<file path="src/rtl/ove_pkg.sv">
// Package for the organ voice envelope block: types, constants and helpers.
// No dependencies; every other file of the block but ove_ram imports it.
package ove_pkg;

  localparam int unsigned TIME_W  = 32;
  localparam int unsigned DUR_W   = 28;
  localparam int unsigned LVL_W   = 16;
  localparam int unsigned RAT_W   = 17;
  localparam int unsigned RECIPS  = 6;
  localparam int unsigned CFG_W   = 28;
  localparam int unsigned CIDX_W  = 3;
  localparam int unsigned VOICE_W = 5;

  localparam logic [RAT_W-1:0] ONE_Q16   = 17'h10000;
  localparam logic [17:0]      ENV_FLOOR = 18'd99;

  typedef enum logic [CIDX_W-1:0] {
    REG_ATTACK, REG_DECAY, REG_SUSTAIN, REG_RELEASE,
    REG_PATTACK, REG_PDECAY, REG_PRELEASE, REG_STEP
  } reg_idx_t;

  typedef enum logic [2:0] {
    RCP_ATTACK, RCP_DECAY, RCP_RELEASE, RCP_PATTACK, RCP_PDECAY, RCP_PRELEASE
  } rcp_idx_t;

  typedef enum logic [2:0] {
    ST_IDLE, ST_READ, ST_MUL_O, ST_MUL_P, ST_LVL_O, ST_LVL_P, ST_WB
  } state_t;

  typedef struct packed {
    logic [DUR_W-1:0] attack;
    logic [DUR_W-1:0] decay;
    logic [LVL_W-1:0] sustain;
    logic [DUR_W-1:0] release_t;
    logic [DUR_W-1:0] pattack;
    logic [DUR_W-1:0] pdecay;
    logic [DUR_W-1:0] prelease;
    logic [LVL_W-1:0] step;
  } cfg_t;

  typedef logic [RECIPS-1:0][31:0] recip_arr_t;

  typedef struct packed {
    logic capture;
    logic load;
    logic mul_o;
    logic mul_p;
    logic lvl_o;
    logic lvl_p;
    logic wb;
  } cmd_t;

  typedef struct packed {
    logic cfg_busy;
    logic out_free;
  } stat_t;

  function automatic logic [LVL_W-1:0] sat16(input logic [17:0] v);
    return (v > 18'd65535) ? 16'hFFFF : v[15:0];
  endfunction

endpackage

</file>
<file path="src/rtl/ove_cfg.sv">
// Configuration registers and the restoring divider that forms the six reciprocals.
// Depends on ove_pkg.
module ove_cfg import ove_pkg::*; (
  input  logic              clk,
  input  logic              rst_n,
  input  logic              cfg_we,
  input  logic [CIDX_W-1:0] cfg_index,
  input  logic [CFG_W-1:0]  cfg_wdata,
  output cfg_t              cfg,
  output recip_arr_t        recip,
  output logic              busy
);
  cfg_t        cfg_r;
  recip_arr_t  recip_r;
  logic        busy_r;
  logic [2:0]  idx_r;
  logic [5:0]  step_r;
  logic [DUR_W-1:0] rem_r, rem_nxt;
  logic [43:0] quo_r;
  logic [DUR_W-1:0] dsr_raw, dsr;
  logic [DUR_W:0]   shifted;
  logic             ge;
  logic [44:0]      q_full;

  always_comb begin
    unique case (rcp_idx_t'(idx_r))
      RCP_ATTACK:   dsr_raw = cfg_r.attack;
      RCP_DECAY:    dsr_raw = cfg_r.decay;
      RCP_RELEASE:  dsr_raw = cfg_r.release_t;
      RCP_PATTACK:  dsr_raw = cfg_r.pattack;
      RCP_PDECAY:   dsr_raw = cfg_r.pdecay;
      RCP_PRELEASE: dsr_raw = cfg_r.prelease;
      default:      dsr_raw = cfg_r.prelease;
    endcase
    dsr     = (dsr_raw == '0) ? DUR_W'(1) : dsr_raw;
    shifted = {rem_r, (step_r == 6'd0)};
    ge      = shifted >= {1'b0, dsr};
    rem_nxt = ge ? DUR_W'(shifted - {1'b0, dsr}) : shifted[DUR_W-1:0];
    q_full  = {quo_r, ge};
  end

  always_ff @(posedge clk) begin
    if (!rst_n) begin
      cfg_r.attack    <= 28'd1677721;
      cfg_r.decay     <= 28'd3355443;
      cfg_r.sustain   <= 16'd52428;
      cfg_r.release_t <= 28'd10066329;
      cfg_r.pattack   <= 28'd167772;
      cfg_r.pdecay    <= 28'd3355443;
      cfg_r.prelease  <= 28'd3355443;
      cfg_r.step      <= 16'd175;
      busy_r <= 1'b1;
      idx_r  <= '0;
      step_r <= '0;
      rem_r  <= '0;
      quo_r  <= '0;
    end else if (cfg_we) begin
      unique case (reg_idx_t'(cfg_index))
        REG_ATTACK:   cfg_r.attack    <= cfg_wdata;
        REG_DECAY:    cfg_r.decay     <= cfg_wdata;
        REG_SUSTAIN:  cfg_r.sustain   <= cfg_wdata[LVL_W-1:0];
        REG_RELEASE:  cfg_r.release_t <= cfg_wdata;
        REG_PATTACK:  cfg_r.pattack   <= cfg_wdata;
        REG_PDECAY:   cfg_r.pdecay    <= cfg_wdata;
        REG_PRELEASE: cfg_r.prelease  <= cfg_wdata;
        REG_STEP:     cfg_r.step      <= cfg_wdata[LVL_W-1:0];
        default:      cfg_r.step      <= cfg_wdata[LVL_W-1:0];
      endcase
      busy_r <= 1'b1;
      idx_r  <= '0;
      step_r <= '0;
      rem_r  <= '0;
      quo_r  <= '0;
    end else if (busy_r) begin
      if (step_r == 6'd44) begin
        recip_r[idx_r] <= (q_full[44:32] != '0) ? 32'hFFFF_FFFF : q_full[31:0];
        step_r <= '0;
        rem_r  <= '0;
        quo_r  <= '0;
        if (idx_r == 3'(RECIPS - 1)) begin
          busy_r <= 1'b0;
        end else begin
          idx_r <= idx_r + 3'd1;
        end
      end else begin
        step_r <= step_r + 6'd1;
        rem_r  <= rem_nxt;
        quo_r  <= q_full[43:0];
      end
    end
  end

  assign cfg   = cfg_r;
  assign recip = recip_r;
  assign busy  = busy_r;
endmodule

</file>
<file path="config.mk">
export PLATFORM = sky130hd
export DESIGN_NAME = ove_cfg
export DESIGN_NICKNAME = d
export VERILOG_FILES = /design/src/rtl/ove_pkg.sv /design/src/rtl/ove_cfg.sv
export SDC_FILE = /design/constraint.sdc
export NUM_CORES = 1
export LEC_CHECK = 0
export BUFFER_PORTS_ARGS = -buffer_cell sky130_fd_sc_hd__buf_4
export CORE_MARGIN = 2
export CORE_UTILIZATION = 54
export DETAILED_ROUTE_END_ITERATION = 7
export GPL_TIMING_DRIVEN = 0
export HOLD_SLACK_MARGIN = 0.03
export PLACE_DENSITY = 0.81
export SLEW_MARGIN = 20
export SYNTH_ARGS = -nofsm -noshare
export SYNTH_HDL_FRONTEND = slang
export SYNTH_SLANG_ARGS = --single-unit
</file>
<file path="constraint.sdc">
create_clock -name clk -period 5.7 [get_ports clk]
set_input_delay 0.57 -clock clk [delete_from_list [all_inputs] [get_ports clk]]
set_output_delay 0.57 -clock clk [all_outputs]
set_load 0.005 [all_outputs]
</file>
**Yosys cells after proc, flatten, opt, wreduce, memory -nomap -nowiden**

Index checks and enable logic that the tools add are counted.

- Register bits: 474
- Bits in latches: 0
- Bits in writable memories: 0
- Bits in read-only memories: 0
- Input bits: 34
- Output and inout port bits: 393
- Word-level logic and storage cells: 71
- Memories kept: 0

- Add/subtract/negate cells: 3
- Multiply operators: 0
- Div/mod/pow operators: 0
- $lt $le $gt $ge: 3
- Equality and inequality tests: 13
- Shift operators: 0
- Mux-type cells: 13
- Bitwise gates (word level): 3
- Reductions and logical operators: 17

Operators by type and width:

| cell | number |
|---|---|
| bitwise mux 192 bit | 1 |
| case mux 28 bit (5 select lines) | 1 |
| demux 32 bit (select 3 bit) | 1 |
| 2-to-1 mux 28 bit | 3 |
| 2-to-1 mux 32 bit | 2 |
| 2-to-1 mux 44 bit | 1 |
| greater-or-equal comparator 29 x 28 -> 1 bit | 1 |
| logical NOT 28 bit | 1 |
| subtractor 28 bit | 1 |
| == test 3 bit (second input constant) | 6 |
| AND reduction 2 bit | 8 |
| nonzero test 13 bit | 1 |
| == test 3 x 2 -> 1 bit (second input constant) | 4 |
| adder 6 x 1 -> 6 bit (second input constant) | 1 |
| == test 3 x 1 -> 1 bit (second input constant) | 2 |
| == test 6 bit (second input constant) | 1 |
| logical NOT 3 bit | 2 |
| logical NOT 6 bit | 1 |
| 2-to-1 mux 6 bit | 1 |
| < comparator 3 x 4 -> 1 bit (second input constant) | 1 |
| AND reduction 4 bit | 1 |
| adder 3 x 1 -> 3 bit (second input constant) | 1 |
| greater-or-equal comparator 3 x 1 -> 1 bit (second input constant) | 1 |
| 2-to-1 mux 1 bit | 3 |
| other kinds (4) | 6 |

**Longest topological paths before layout**

- Depth after elaboration: 7
- Mapped depth: 22
- Depth with buffers taken out: 20

**Worst setup path after synthesis**

No wires, ideal clock.

- Path type: input to register
- From: input cfg_we
- To: register recip_r, in the netlist recip[64], enable pin
- Setup time: 502 ps
- Arrival time: 4418 ps
- Required time: 5198 ps
- Setup slack: 781 ps
- Stages on the path: 5
- Buffers on the path: 3
- Path through: clkbuf_1 -> nand2b_1 -> clkbuf_1 -> clkbuf_1 -> nor4_1

- Longest elaborated chain between the ends: 2

Ends and longest elaborated chain:

| element | line | RTL |
|---|---|---|
| start, declared | ove_cfg.sv:6 | `input logic cfg_we,` |
| inverter 1 bit (no source line) | - |  |
| AND reduction 4 bit (no source line) | - |  |
| end signal, assigned by index | ove_cfg.sv:76 | `recip_r[idx_r] <= (q_full[44:32] != '0) ? 32'hFFFF_FFFF : q_full[31:0];` |
| end, declared | ove_cfg.sv:14 | `recip_arr_t recip_r;` |

Every way passes these cells.
A chain may end at the register's enable or synchronous reset.

**Worst setup path in the final report**

- From: register idx_r[2]
- To: register recip_r, in the netlist recip[160] (data pin)

- Longest elaborated chain between the ends: 7
- Elaborated cells between the ends (all ways): 16
- Classes of those cells: 3 x order compare; 4 x eq/ne; 6 x mux; 3 x reduce/logical

Ends and longest elaborated chain:

| element | line | RTL |
|---|---|---|
| start, declared | ove_cfg.sv:16 | `logic [2:0] idx_r;` |
| start signal, assigned | ove_cfg.sv:83 | `idx_r <= idx_r + 3'd1;` |
| == test 3 bit (tied with other cells) | ove_cfg.sv:26 | `unique case (rcp_idx_t'(idx_r))` |
| case mux 28 bit (5 select lines) | ove_cfg.sv:26 |  |
| logical NOT 28 bit | ove_cfg.sv:35 | `dsr = (dsr_raw == '0) ? DUR_W'(1) : dsr_raw;` |
| 2-to-1 mux 28 bit | ove_cfg.sv:35 |  |
| greater-or-equal comparator 29 x 28 -> 1 bit | ove_cfg.sv:37 | `ge = shifted >= {1'b0, dsr};` |
| 2-to-1 mux 32 bit | ove_cfg.sv:76 |  |
| bitwise mux 192 bit (*) | ove_cfg.sv:76 |  |

Every way passes the cells marked *; elsewhere a longest branch is shown, timed or not.

==> metrics <==
GRT Util Overall 34.9%; CP delay by family, top compound AO/OA/AOI/OAI gates; DR iter-0 viols 1761; Layout fillers 2507; layout cells sized above 1 25.4%; Switch Pwr 2.08 mW; Synth Cell Area 19100 um^2; I/O pin total 427; most frequent cell after synthesis nand2_1; routability cong. 0.988; final worst slack 237 ps; r2r worst-path depth 20; VDD IR max 0.227 mV; Worst Hold Launch cfg_wdata[19]; Worst Hold Path EP cfg[119]; Max clock buf depth 3; Final Slew Violations 0; top cells by area, synth edfxtp_1 (30%), dfxtp_1 (30%), nand2_1 (8.9%), a21boi_0 (4.3%), nand3_1 (3.6%); Remaining DRCs 0; initial antenna violation count 1; cts bufs inserted 46; Comb power frac 14.1%; Seq pwr share 45.4%; Site Rows 68; die footprint 36900 um^2; power per standard cell area 328 nW/um^2; Clock Power Share 40.5%; Final Cycle Share 95.8%; asr flop ratio synth 0%; H-tree depth 2; CTS tree built; pre-CTS setup slack -913 ps; Final Util 71.2%; Reg clk slew, reported paths 60 ps; vias in the first global route 16205; Mapped Cells 1886; clock tree root buffer cell clkbuf_16; DR vias/cell 6.00; min-delay worst type input pin to register; Post-Route WL 66200 um; critical path data arrival time 5700 ps; EDFF count, synth 192; drt first pass iters 8; RSZ-0062 raised after global routing false; CP endpoint kind register; # setup viols final 0; global-route wire length before repair 96700 um; fmax 183 MHz; ANT nets after route 0; YS warnings 0; Avg WL per Cell 23.2 um; Internal Power 6.03 mW; Syn Area/Cell 10.1 um^2; Lkg Pwr 9.95 nW; crit path time final 5460 ps; hold depth 3; crit path kind register to register; grt total ovfl 0; crit-path cells buf_6 > inv_1 > ha_1 > buf_4 > clkbuf_4 > a222oi_1 > o21ai_1 > a21oi_2 > nand4_1 > nor3_2 > a221o_1 > ha_1 > nor2b_1 > o2111ai_1 > a21oi_1 > o211a_1 > o21a_1 > o31ai_4 > buf_6 > nand2b_1; area grow syn2layout 29.5%; post-detail-place hpwl 48500 um; CTS Sinks 474; multi-input logic area 7190 um^2; r2r endpoint recip[160]; CP peak stage delay 770 ps; worst skew pair latency 580 ps; Yosys cell types 59; TNS Setup 0 ps; sequential share of the synthesized area 59.8%; Critical Path Source Type register; area leader, netlist edfxtp_1; CP bufs+invs 5; Top FF cell, synth dfxtp_1; worst-path fanout max 10; status finished, final reports clean; hold_ws 280 ps; Yosys reg bits 474; share of the synthesized area in the top cell type 30.2%; Synth Net Count 1957; Max Cap Viol 0; R2R setup slack 240 ps; CP required 5940 ps; Post-synth top cells nand2_1 (451), dfxtp_1 (282), edfxtp_1 (192); RR Startpoint idx_r[2]; largest net degree at the start of global routing 19; final clock skew 31.2 ps; die height 192 um; DP Cell Count 2766; pin slew with the least headroom to its limit 1100 ps; FF+latch area 11400 um^2; switching share of power 25.6%; net total in the final layout 2430; Hold Violations, Final 0; Die X 192 um; CP max stage cell a222oi_1; Core Area 34700 um^2; slew margin rel. 26.4%; starting density of the core 55.0%; DR vias 17126; port bufs 406; fin cells 2853
[power groups by stage]
stage,clock network (mW),logic (mW),registers [mW]
floorplan,0,0.786,3.73
global placement,0,1.09,3.76
detailed placement,0,1.11,3.76
CTS,3.29,1.11,3.68
global route,3.42,1.24,3.69
finish,3.28,1.14,3.69
[layout make-up]
| class | count | share of cell area (%) |
|---|---|---|
| clock buffer | 70 | 5.77 |
| buffer | 134 | 2.36 |
| multi-input combinational | 1263 | 29.1 |
| sequential | 474 | 46.2 |
| tap | 455 | 2.30 |
| inverter | 13 | 0.197 |
| timing repair buffer | 427 | 13.1 |
| antenna | 1 | 0.0101 |
| clock inverter | 16 | 0.931 |
[how the worst max path moves through the flow]
stage | start | endpoint | slack (ps) | cells after the start
3_3_place_gp | cfg_we | recip[65] | -2100 | 5
6_report | idx_r[2] | recip[160] | 240 | 20
5_1_grt | idx_r[2] | rem_r[14] | 20 | 22
3_5_place_dp | idx_r[2] | rem_r[14] | -910 | 22
4_1_cts | idx_r[0] | rem_r[14] | 20 | 22
2_1_floorplan | cfg_we | recip[64] | 780 | 5
[kinds of logic after synthesis]
logic type | count (synthesis) | share of synthesized area (%)
simple gates | 786 | 18.4
mux | 21 | 1.10
compound gates | 392 | 13.8
fa+ha+maj | 37 | 2.46
xor+xnor | 27 | 1.24
flops | 474 | 59.8
buf+inv | 149 | 3.21
[placed cells by master, fill, tap and decap left out, types with 9 or more instances in the layout]
master,Yosys,routed
a21boi_0,110,110
a21boi_1,9,9
a21oi_1,97,84
a21oi_2,1,14
a222oi_1,28,28
a22oi_1,28,28
a32oi_1,11,11
buf_1,9,9
buf_2,10,19
buf_4,1,416
clkbuf_1,97,95
clkbuf_16,0,49
clkbuf_2,17,21
clkbuf_8,0,12
dfxtp_1,282,279
edfxtp_1,192,192
ha_1,36,36
inv_1,13,14
mux2i_1,21,21
nand2_1,451,451
nand2b_1,52,52
nand3_1,139,139
nand4_1,22,22
nor2_1,42,40
o21ai_0,39,34
o21ai_1,37,41
or2_2,33,33
xnor2_1,15,15
xor2_1,12,12
[tightest hold or removal path, stage by stage]
cell	delay [ps]
buf_4	130
nand2_1	60
nand3_1	70
[stage by stage]
stage	instance area (um^2)	total power [mW]
2_1_floorplan	19100	4.52
3_3_place_gp	22700	4.84
3_5_place_dp	22900	4.86
5_1_grt	24700	8.36
4_1_cts	24600	8.09
6_report	24700	8.12
[repair_timing]
action	4_1_cts	5_1_grt
setup endpoints to repair	35	35
gates resized for setup	25	23
setup buffers	0	2
hold buffers	0	0
pin swaps	11	5
[routing by layer]
metal	part of all wire (%)	GRT usage (%)	up-vias
li1	-	-	7598
met3	11	8.30	243
met1	35	41.6	8091
met2	48	58.6	1194
met5	0	0	-
met4	5.8	18.5	0
[registers in the layout, indices dropped and copies added, names as in the netlist]
name    flops
cfg       200
recip     192
quo_r      44
rem_r      28
step_r      6
idx_r       3
busy        1
(Power assumes the default switching activity.)
