## config.mk

```make
export PLATFORM = sky130hd
export DESIGN_NAME = ove_ctrl
export DESIGN_NICKNAME = d
export VERILOG_FILES = /design/src/rtl/ove_pkg.sv /design/src/rtl/ove_ctrl.sv
export SDC_FILE = /design/constraint.sdc
export NUM_CORES = 1
export LEC_CHECK = 0
export ABC_AREA = 1
export BUFFER_PORTS_ARGS = -buffer_cell sky130_fd_sc_hd__clkbuf_2
export CELL_PAD_IN_SITES_DETAIL_PLACEMENT = 1
export CELL_PAD_IN_SITES_GLOBAL_PLACEMENT = 2
export CORE_MARGIN = 8
export CORE_UTILIZATION = 16
export CTS_CLUSTER_DIAMETER = 150
export DETAILED_ROUTE_END_ITERATION = 16
export PLACE_DENSITY = 0.73
export SLEW_MARGIN = 15
export SYNTH_ARGS = -nofsm -noshare
export SYNTH_HDL_FRONTEND = slang
export SYNTH_SLANG_ARGS = --single-unit
```

## constraint.sdc

```tcl
create_clock -name clk -period 0.96 [get_ports clk]
set_input_delay 0 -clock clk [delete_from_list [all_inputs] [get_ports clk]]
set_output_delay 0 -clock clk [all_outputs]
set_load 0.01 [all_outputs]
```

## src/rtl/ove_pkg.sv

```systemverilog
// Package for the organ voice envelope block: types, constants and helpers.
// No dependencies; every other file of the block but ove_ram imports it.
package ove_pkg;

  localparam int unsigned TIME_W  = 32;
  localparam int unsigned DUR_W   = 28;
  localparam int unsigned LVL_W   = 16;
  localparam int unsigned RAT_W   = 17;
  localparam int unsigned RECIPS  = 6;
  localparam int unsigned CFG_W   = 28;
  localparam int unsigned CIDX_W  = 3;
  localparam int unsigned VOICE_W = 5;

  localparam logic [RAT_W-1:0] ONE_Q16   = 17'h10000;
  localparam logic [17:0]      ENV_FLOOR = 18'd99;

  typedef enum logic [CIDX_W-1:0] {
    REG_ATTACK, REG_DECAY, REG_SUSTAIN, REG_RELEASE,
    REG_PATTACK, REG_PDECAY, REG_PRELEASE, REG_STEP
  } reg_idx_t;

  typedef enum logic [2:0] {
    RCP_ATTACK, RCP_DECAY, RCP_RELEASE, RCP_PATTACK, RCP_PDECAY, RCP_PRELEASE
  } rcp_idx_t;

  typedef enum logic [2:0] {
    ST_IDLE, ST_READ, ST_MUL_O, ST_MUL_P, ST_LVL_O, ST_LVL_P, ST_WB
  } state_t;

  typedef struct packed {
    logic [DUR_W-1:0] attack;
    logic [DUR_W-1:0] decay;
    logic [LVL_W-1:0] sustain;
    logic [DUR_W-1:0] release_t;
    logic [DUR_W-1:0] pattack;
    logic [DUR_W-1:0] pdecay;
    logic [DUR_W-1:0] prelease;
    logic [LVL_W-1:0] step;
  } cfg_t;

  typedef logic [RECIPS-1:0][31:0] recip_arr_t;

  typedef struct packed {
    logic capture;
    logic load;
    logic mul_o;
    logic mul_p;
    logic lvl_o;
    logic lvl_p;
    logic wb;
  } cmd_t;

  typedef struct packed {
    logic cfg_busy;
    logic out_free;
  } stat_t;

  function automatic logic [LVL_W-1:0] sat16(input logic [17:0] v);
    return (v > 18'd65535) ? 16'hFFFF : v[15:0];
  endfunction

endpackage

```

## src/rtl/ove_ctrl.sv

```systemverilog
// Controller state machine sequencing one transaction through the datapath.
// Depends on ove_pkg.
module ove_ctrl import ove_pkg::*; (
  input  logic  clk,
  input  logic  rst_n,
  input  logic  in_valid,
  output logic  in_ready,
  input  stat_t stat,
  output cmd_t  cmd
);
  state_t st_r, st_nxt;

  always_ff @(posedge clk) begin
    if (!rst_n) begin
      st_r <= ST_IDLE;
    end else begin
      st_r <= st_nxt;
    end
  end

  always_comb begin
    st_nxt = st_r;
    unique case (st_r)
      ST_IDLE:  if (in_valid && !stat.cfg_busy) st_nxt = ST_READ;
      ST_READ:  st_nxt = ST_MUL_O;
      ST_MUL_O: st_nxt = ST_MUL_P;
      ST_MUL_P: st_nxt = ST_LVL_O;
      ST_LVL_O: st_nxt = ST_LVL_P;
      ST_LVL_P: st_nxt = ST_WB;
      ST_WB:    if (stat.out_free) st_nxt = ST_IDLE;
      default:  st_nxt = ST_IDLE;
    endcase
  end

  always_comb begin
    in_ready    = (st_r == ST_IDLE) && !stat.cfg_busy;
    cmd         = '0;
    cmd.capture = in_ready && in_valid;
    cmd.load    = (st_r == ST_READ);
    cmd.mul_o   = (st_r == ST_MUL_O);
    cmd.mul_p   = (st_r == ST_MUL_P);
    cmd.lvl_o   = (st_r == ST_LVL_O);
    cmd.lvl_p   = (st_r == ST_LVL_P);
    cmd.wb      = (st_r == ST_WB) && stat.out_free;
  end
endmodule

```

Word-level counts from Yosys, hierarchy flattened
Index checks and enable logic that the tools add are counted.
Storage, ports and cells
  logic and storage cells: 19
  output and inout bits: 8
  register bits: 3
Operators by class
  mux-type cells: 3
  equal/unequal tests: 8
  reductions and logical operators: 7
Operators by type and width (count)
  $pmux W3 S7: 1
  $eq A3 B3 Y1 const B: 3
  $eq A3 B2 Y1 const B: 2
  $mux W3: 2
  $logic_and A1 B1 Y1: 4
  $ne A2 B2 Y1 const B: 2
  $eq A3 B1 Y1 const B: 1
  $logic_not A3 Y1: 1
  $reduce_and A2 Y1: 1
  $logic_not A1 Y1: 1

Longest topological paths before layout
Gate-level depths: netlist of the first run.
  depth after elaboration: 4
  mapped depth: 5
  mapped depth without buffers: 5

Worst setup path after synthesis of the first run
No wires, ideal clock.
  path kind: reg-to-reg
  from: register st_r[1]
  to: register st_r[1]
  library setup time: 0.111 ns
  cell stages (with the launch flop): 6
  data arrival time: 0.725 ns
  required time: 0.849 ns
  slack: 0.124 ns
  cells stage by stage: dfxtp_1 > inv_1 > nand2_2 > nand2_1 > nor2_1 > nor2_1
On the way
  word-level cells in the longest chain between the ends: 3
  elaborated cells between the ends (all ways): 11
  those cells by class: eq/ne (8); mux (1); reduce/logical (2)
Ends and longest elaborated chain
  start: declaration: RTL line ove_ctrl.sv:11  | state_t st_r, st_nxt;
  start signal: assignment: RTL line ove_ctrl.sv:17  | st_r <= st_nxt;
  $eq A3 B3 Y1 / $logic_not A3 Y1 (equally long branches): RTL line ove_ctrl.sv:23  | unique case (st_r)
  $ne A2 B2 Y1 (no source line)
  $reduce_and A2 Y1 (no source line)
Several ways; a longest one is shown, not always the timed one.
A chain may end at the register's enable or synchronous reset.

==> results of run 1 <==
-- area by class of cell --
class	instances	area, um^2
clock buffers	4	26.3
repair buffers	15	88.8
well taps	15	18.8
flip-flops and latches	3	71.3
inverters	8	35.0
multi-input cells	26	145
fillers	165	867
-- cells by family after synthesis --
family	after synthesis	synth area share [%]
buffers and inverters	8	14.5
DFF	3	28.9
and+or+nand+nor	26	56.6
-- routing by layer --
metal | vias to the layer above | global-route usage [%] | share of wire [%]
li1 | 151 | - | -
met1 | 118 | 4.18 | 39
met2 | 9 | 8.00 | 48
met3 | 0 | 3.42 | 13
met4 | 0 | 6.64 | 0
met5 | - | 0 | 0
-- Yosys cell counts --
master,instances,area share [%]
nor2_1,11,20
inv_1,7,13
nand2_1,6,11
nand3_1,4,9.6
dfxtp_1,3,29
inv_2,1,1.8
nand2_2,1,3.0
nand3_2,1,4.8
nand4_1,1,3.0
nor2_2,1,3.0
nor3_1,1,2.4
-- power groups by stage --
stage | logic, W | clock network (W) | registers, W
global route | 0.000226 | 0.000237 | 0.000190
floorplan | 0.000105 | 0 | 0.000163
detailed placement | 0.000171 | 0 | 0.000169
global placement | 0.000172 | 0 | 0.000169
finish | 0.000203 | 0.000217 | 0.000187
CTS | 0.000180 | 0.000228 | 0.000174
-- per-stage QoR --
stage,hold WS [ns],TNS (ns)
2_1_floorplan,0.0475,0
3_3_place_gp,0.231,-0.00248
3_5_place_dp,0.238,0
4_1_cts,0.0631,-0.233
5_1_grt,0.0956,-0.395
6_report,0.0645,-0.0667
-- worst min path at each step --
stage          cells past startpoint       end    start  slack [ns]
2_1_floorplan                      1  in_ready  stat[1]        0.05
3_3_place_gp                       3   st_r[0]    rst_n        0.23
3_5_place_dp                       3   st_r[0]    rst_n        0.24
4_1_cts                            4   st_r[2]  stat[0]        0.06
5_1_grt                            4   st_r[2]  stat[0]         0.1
6_report                           4   st_r[2]  stat[0]        0.06
-- worst max-delay path, cell delays in order, from the launching register on --
cell and delay, ns:
dfxtp_4 0.39, buf_6 0.11, nand2_4 0.04, nor2_1 0.09, buf_2 0.13
-- what timing repair did --
item / 4_1_cts / 5_1_grt
hold buffers: 1 / 0
endpoints found under the hold margin: 1 / 0
gates resized for setup: 8 / 17
endpoints found under the setup margin: 8 / 8
buffers inserted: 0 / 1
pin swaps: 0 / 3
==> impl_metrics.py, run 1 <==
metrics = {
    "sta": {
        "rsz0062_at_grt": "yes",
        "layout_setup_ws_ns": -0.0380,
        "finalCritPeriodShare_pct": 104,
        "setup_viol": 4,
        "fmax_mhz": 1000,
        "finalHoldViolCount": 0,
        "worstMarginPinSlew_ns": 0.140,
        "min_period_ns": 0.998,
        "drv_slew": 0,
        "clock_skew_ns": 0.000124,
        "slew_headroom_pct": 90.6,
    },
    "routing": {
        "drt_iter0_drc": 2,
        "drc": 0,
        "wl_per_cell_um": 9.42,
        "ant_nets": 0,
        "viasPerCell": 3.92,
        "wirelength_um": 669,
        "first_pass_iters": 2,
        "vias": 278,
    },
    "worst_setup_path": {
        "critical_path_required_ns": 0.96,
        "crit_fanout": 5,
        "r2r_end": "st_r[1]",
        "end_kind": "primary output",
        "start_kind": "register",
        "worst-setup-path-type": "reg2out",
        "reg2reg_slack_ns": 0.11,
        "arrival_ns": 1.00,
        "crit_end": "cmd[5]",
        "crit_start": "st_r[0]",
        "ff2ff_path_depth": 5,
        "r2r_start": "st_r[0]",
    },
    "layout": {
        "layout_common_cells": "nor2_1 (8), buf_2 (7), inv_1 (5), nand2_1 (5), clkbuf_2 (5)",
        "stdcell_count": 71,
        "n_antenna_cell": 0,
        "nets": 62,
        "utilization_pct": 30.8,
        "drive_above_1_share_pct": 53.6,
        "reg_top3": "st_r: 3 flops",
        "regMostFlops": "st_r",
        "fin_area_um2": 385,
        "layout_commonest_cell": "nor2_1",
        "largest_register_ffs": 3,
        "area_delta_synth_final_pct": 85.5,
    },
    "global_routing": {
        "first_global_vias": 279,
        "grt-ovfl-total": 0,
        "grt_max_degree": 8,
        "antenna_found_initial": 0,
        "grt_pass1_wl_um": 1030,
        "grt_usage_pct": 5.32,
    },
    "outcome": {
        "outcome": "finished with violations",
        "violations": "negative setup slack",
    },
    "place": {
        "place_hpwl_um": 538,
        "place_ws_ns": 0.00815,
        "dp.cells": 65,
        "portBuffers": 12,
        "dpl_cell_area_um2": 294,
        "place_congestion": 0.647,
    },
    "cts": {
        "htree_levels": 1,
        "clock_latency_ns": 0.23,
        "clk_pin_slew_ns": 0.04,
        "cts_max_path_buffers": 2,
        "cts_tree": "done",
        "cts-root-buf": "clkbuf_4",
        "cts_sinks": 3,
        "cts_made_buffers": 3,
    },
    "floorplan": {
        "core_um2": 1250,
        "initial_utilization_pct": 16.6,
        "ios": 13,
        "die_h_um": 52.0,
        "die-area_um2": 2710,
        "rows": 13,
        "die_x_um": 52.0,
    },
    "logic_synthesis": {
        "ys_seq_area_share_pct": 28.9,
        "ys_ff_latch": 3,
        "yosysWarnings": 0,
        "synthesis.area_um2": 208,
        "synthesis.nets": 42,
        "syn_avg_cell_area_um2": 5.61,
        "synth_cells": 37,
        "ys_types": 11,
    },
    "power": {
        "power_w": 0.000607,
        "power_frac_seq_pct": 30.8,
        "clockPowerShare_pct": 35.8,
        "combPwrFrac_pct": 33.4,
        "p_leak_nw": 0.219,
        "power_density_nw_per_um2": 1570,
        "ir_drop_mv": 0.603,
        "p_switching_w": 0.000212,
        "swShare_pct": 34.9,
        "internal_power_w": 0.000395,
    },
    "min_path": {
        "hold_class": "in2reg",
    },
    "flow_run": {
        "drv_cap": 0,
    },
}
(Power assumes the default switching activity.)
==> run 2, diff against run 1 <==
--- a/config.mk
+++ b/config.mk
@@ -9,11 +9,12 @@
 export BUFFER_PORTS_ARGS = -buffer_cell sky130_fd_sc_hd__clkbuf_2
 export CELL_PAD_IN_SITES_DETAIL_PLACEMENT = 1
 export CELL_PAD_IN_SITES_GLOBAL_PLACEMENT = 2
-export CORE_MARGIN = 8
-export CORE_UTILIZATION = 16
+export CORE_AREA = 8 8 45 47
 export CTS_CLUSTER_DIAMETER = 150
 export DETAILED_ROUTE_END_ITERATION = 16
-export PLACE_DENSITY = 0.73
+export DIE_AREA = 0 0 53 55
+export PLACE_DENSITY = 0.72
+export SKIP_LAST_GASP = 1
 export SLEW_MARGIN = 15
 export SYNTH_ARGS = -nofsm -noshare
 export SYNTH_HDL_FRONTEND = slang
==> constraint.sdc (replaced) <==
create_clock -name clk -period 1.3 [get_ports clk]
set_input_delay 0 -clock clk [delete_from_list [all_inputs] [get_ports clk]]
set_output_delay 0 -clock clk [all_outputs]
set_load 0.01 [all_outputs]
==> impl_metrics.py, run 2 (synthesis results as in run 1) <==
metrics = {
    "outcome": {
        "outcome": "finished clean",
    },
    "place": {
        "portBuffers": 12,
        "place_ws_ns": 0.344,
        "place_congestion": 0.674,
        "dp.cells": 65,
        "place_hpwl_um": 531,
    },
    "cts": {
        "cts-root-buf": "clkbuf_4",
        "cts_max_path_buffers": 2,
        "clk_pin_slew_ns": 0.04,
        "cts_sinks": 3,
        "cts_tree": "done",
        "htree_levels": 1,
        "cts.repair.resized": 0,
        "clock_latency_ns": 0.23,
        "cts_made_buffers": 3,
    },
    "layout": {
        "fillers": 187,
        "nets": 60,
        "stdcell_count": 70,
        "largest_register_ffs": 3,
        "drive_above_1_share_pct": 35.2,
        "area_delta_synth_final_pct": 56.0,
        "layout_common_cells": "clkbuf_2 (12), nor2_1 (11), inv_1 (7), nand2_1 (6), nand3_1 (4)",
        "layout_commonest_cell": "clkbuf_2",
        "n_antenna_cell": 0,
        "regMostFlops": "st_r",
        "reg_top3": "st_r: 3 flops",
    },
    "routing": {
        "wl_per_cell_um": 9.21,
        "wl_met1_um": 302,
        "drc": 0,
        "wl_met2_um": 239,
        "wl_met3_um": 104,
        "ant_nets": 0,
        "vias": 273,
        "wirelength_um": 645,
        "viasPerCell": 3.90,
        "drt_iter0_drc": 0,
        "routed.top_layer": "met3",
        "first_pass_iters": 1,
    },
    "global_routing": {
        "grt-ovfl-total": 0,
        "grt_pass1_wl_um": 1210,
        "grt_max_degree": 8,
        "antenna_found_initial": 0,
        "grt_usage_pct": 5.63,
        "first_global_vias": 287,
    },
    "power": {
        "power_density_nw_per_um2": 1260,
        "ir_drop_mv": 0.384,
        "power_w": 0.000407,
        "p_leak_nw": 0.196,
    },
    "floorplan": {
        "initial_utilization_pct": 15.0,
        "die_h_um": 55,
        "die_x_um": 53,
        "core_um2": 1380,
        "die-area_um2": 2920,
        "rows": 14,
        "ios": 13,
    },
    "flow_run": {
        "drv_cap": 0,
    },
    "sta": {
        "final.setup.tns_ns": 0,
        "setup_viol": 0,
        "clock_skew_ns": 0.00283,
        "worstMarginPinSlew_ns": 0.243,
        "min_period_ns": 1.06,
        "rsz0062_at_grt": "no",
        "layout_setup_ws_ns": 0.238,
        "finalHoldViolCount": 0,
        "drv_slew": 0,
        "finalCritPeriodShare_pct": 81.7,
        "slew_headroom_pct": 83.8,
        "fmax_mhz": 941,
    },
    "worst_setup_path": {
        "critical_path_required_ns": 1.30,
        "ff2ff_path_depth": 5,
        "start_kind": "register",
        "crit_fanout": 5,
        "crit_path_max_incr_delay_ns": 0.35,
        "worst-setup-path-type": "reg2out",
        "arrival_ns": 1.06,
        "crit_slowest_cell": "dfxtp_1",
        "crit_chain": "inv_1 -> nand3_2 -> nor2_1 -> clkbuf_2",
        "end_kind": "primary output",
    },
    "min_path": {
        "hold_class": "in2reg",
        "worstHoldPathCells": 4,
    },
}
-- run 2: what timing repair did --
| action | CTS | global route |
|---|---|---|
| buffers inserted | 0 | 0 |
| endpoints found under the setup margin | 0 | 0 |
| hold buffers | 1 | 0 |
| hold endpoints to repair | 1 | 0 |
-- run 2: where the power goes --
part,leakage (nW),total (W),switching (W),internal (W)
clock network,0.0150,0.000164,0.0000487,0.000115
registers,0.0246,0.000124,0.0000193,0.000104
logic,0.157,0.000119,0.0000713,0.0000481
total,0.196,0.000407,0.000139,0.000268
-- run 2: layer usage --
metal  vias up  GRT usage [%]
met1       116           6.22
met4         0           5.17
met3         0           3.21
met2        12           7.42
li1        145              -
met5         -              0
-- run 2: metrics by stage --
| stage | hold WS, ns | utilization [%] | cell area, um^2 |
|---|---|---|---|
| 2_1_floorplan | 0.0475 | - | 208 |
| 3_3_place_gp | 0.241 | 20.8 | 288 |
| 3_5_place_dp | 0.242 | 20.8 | 288 |
| 4_1_cts | 0.0816 | 23.4 | 324 |
| 5_1_grt | 0.130 | 23.4 | 324 |
| 6_report | 0.0830 | 23.4 | 324 |
-- run 2: cell type report --
| type | count | area, um^2 | share of cell area [%] |
|---|---|---|---|
| multi-input cells | 26 | 118 | 36.3 |
| repair buffers | 13 | 70.1 | 21.6 |
| flip-flops and latches | 3 | 60.1 | 18.5 |
| inverters | 8 | 30.0 | 9.27 |
| clock buffers | 4 | 26.3 | 8.11 |
| well taps | 16 | 20.0 | 6.18 |
-- run 2: worst max-delay path: cells and delay by family (launching register included) --
family | cells | cell delay (ns)
buffers and inverters | 2 | 0.27
DFF | 1 | 0.35
and+or+nand+nor | 2 | 0.21
-- run 2: path summary, 6_finish.rpt --
| kind | startpoint | to | slack (ns) |
|---|---|---|---|
| max | st_r[0] | cmd[0] | 0.24 |
| min | stat[0] | st_r[2] | 0.08 |
| max reg2reg | st_r[0] | st_r[1] | 0.35 |
| min reg2reg | st_r[2] | st_r[0] | 0.64 |
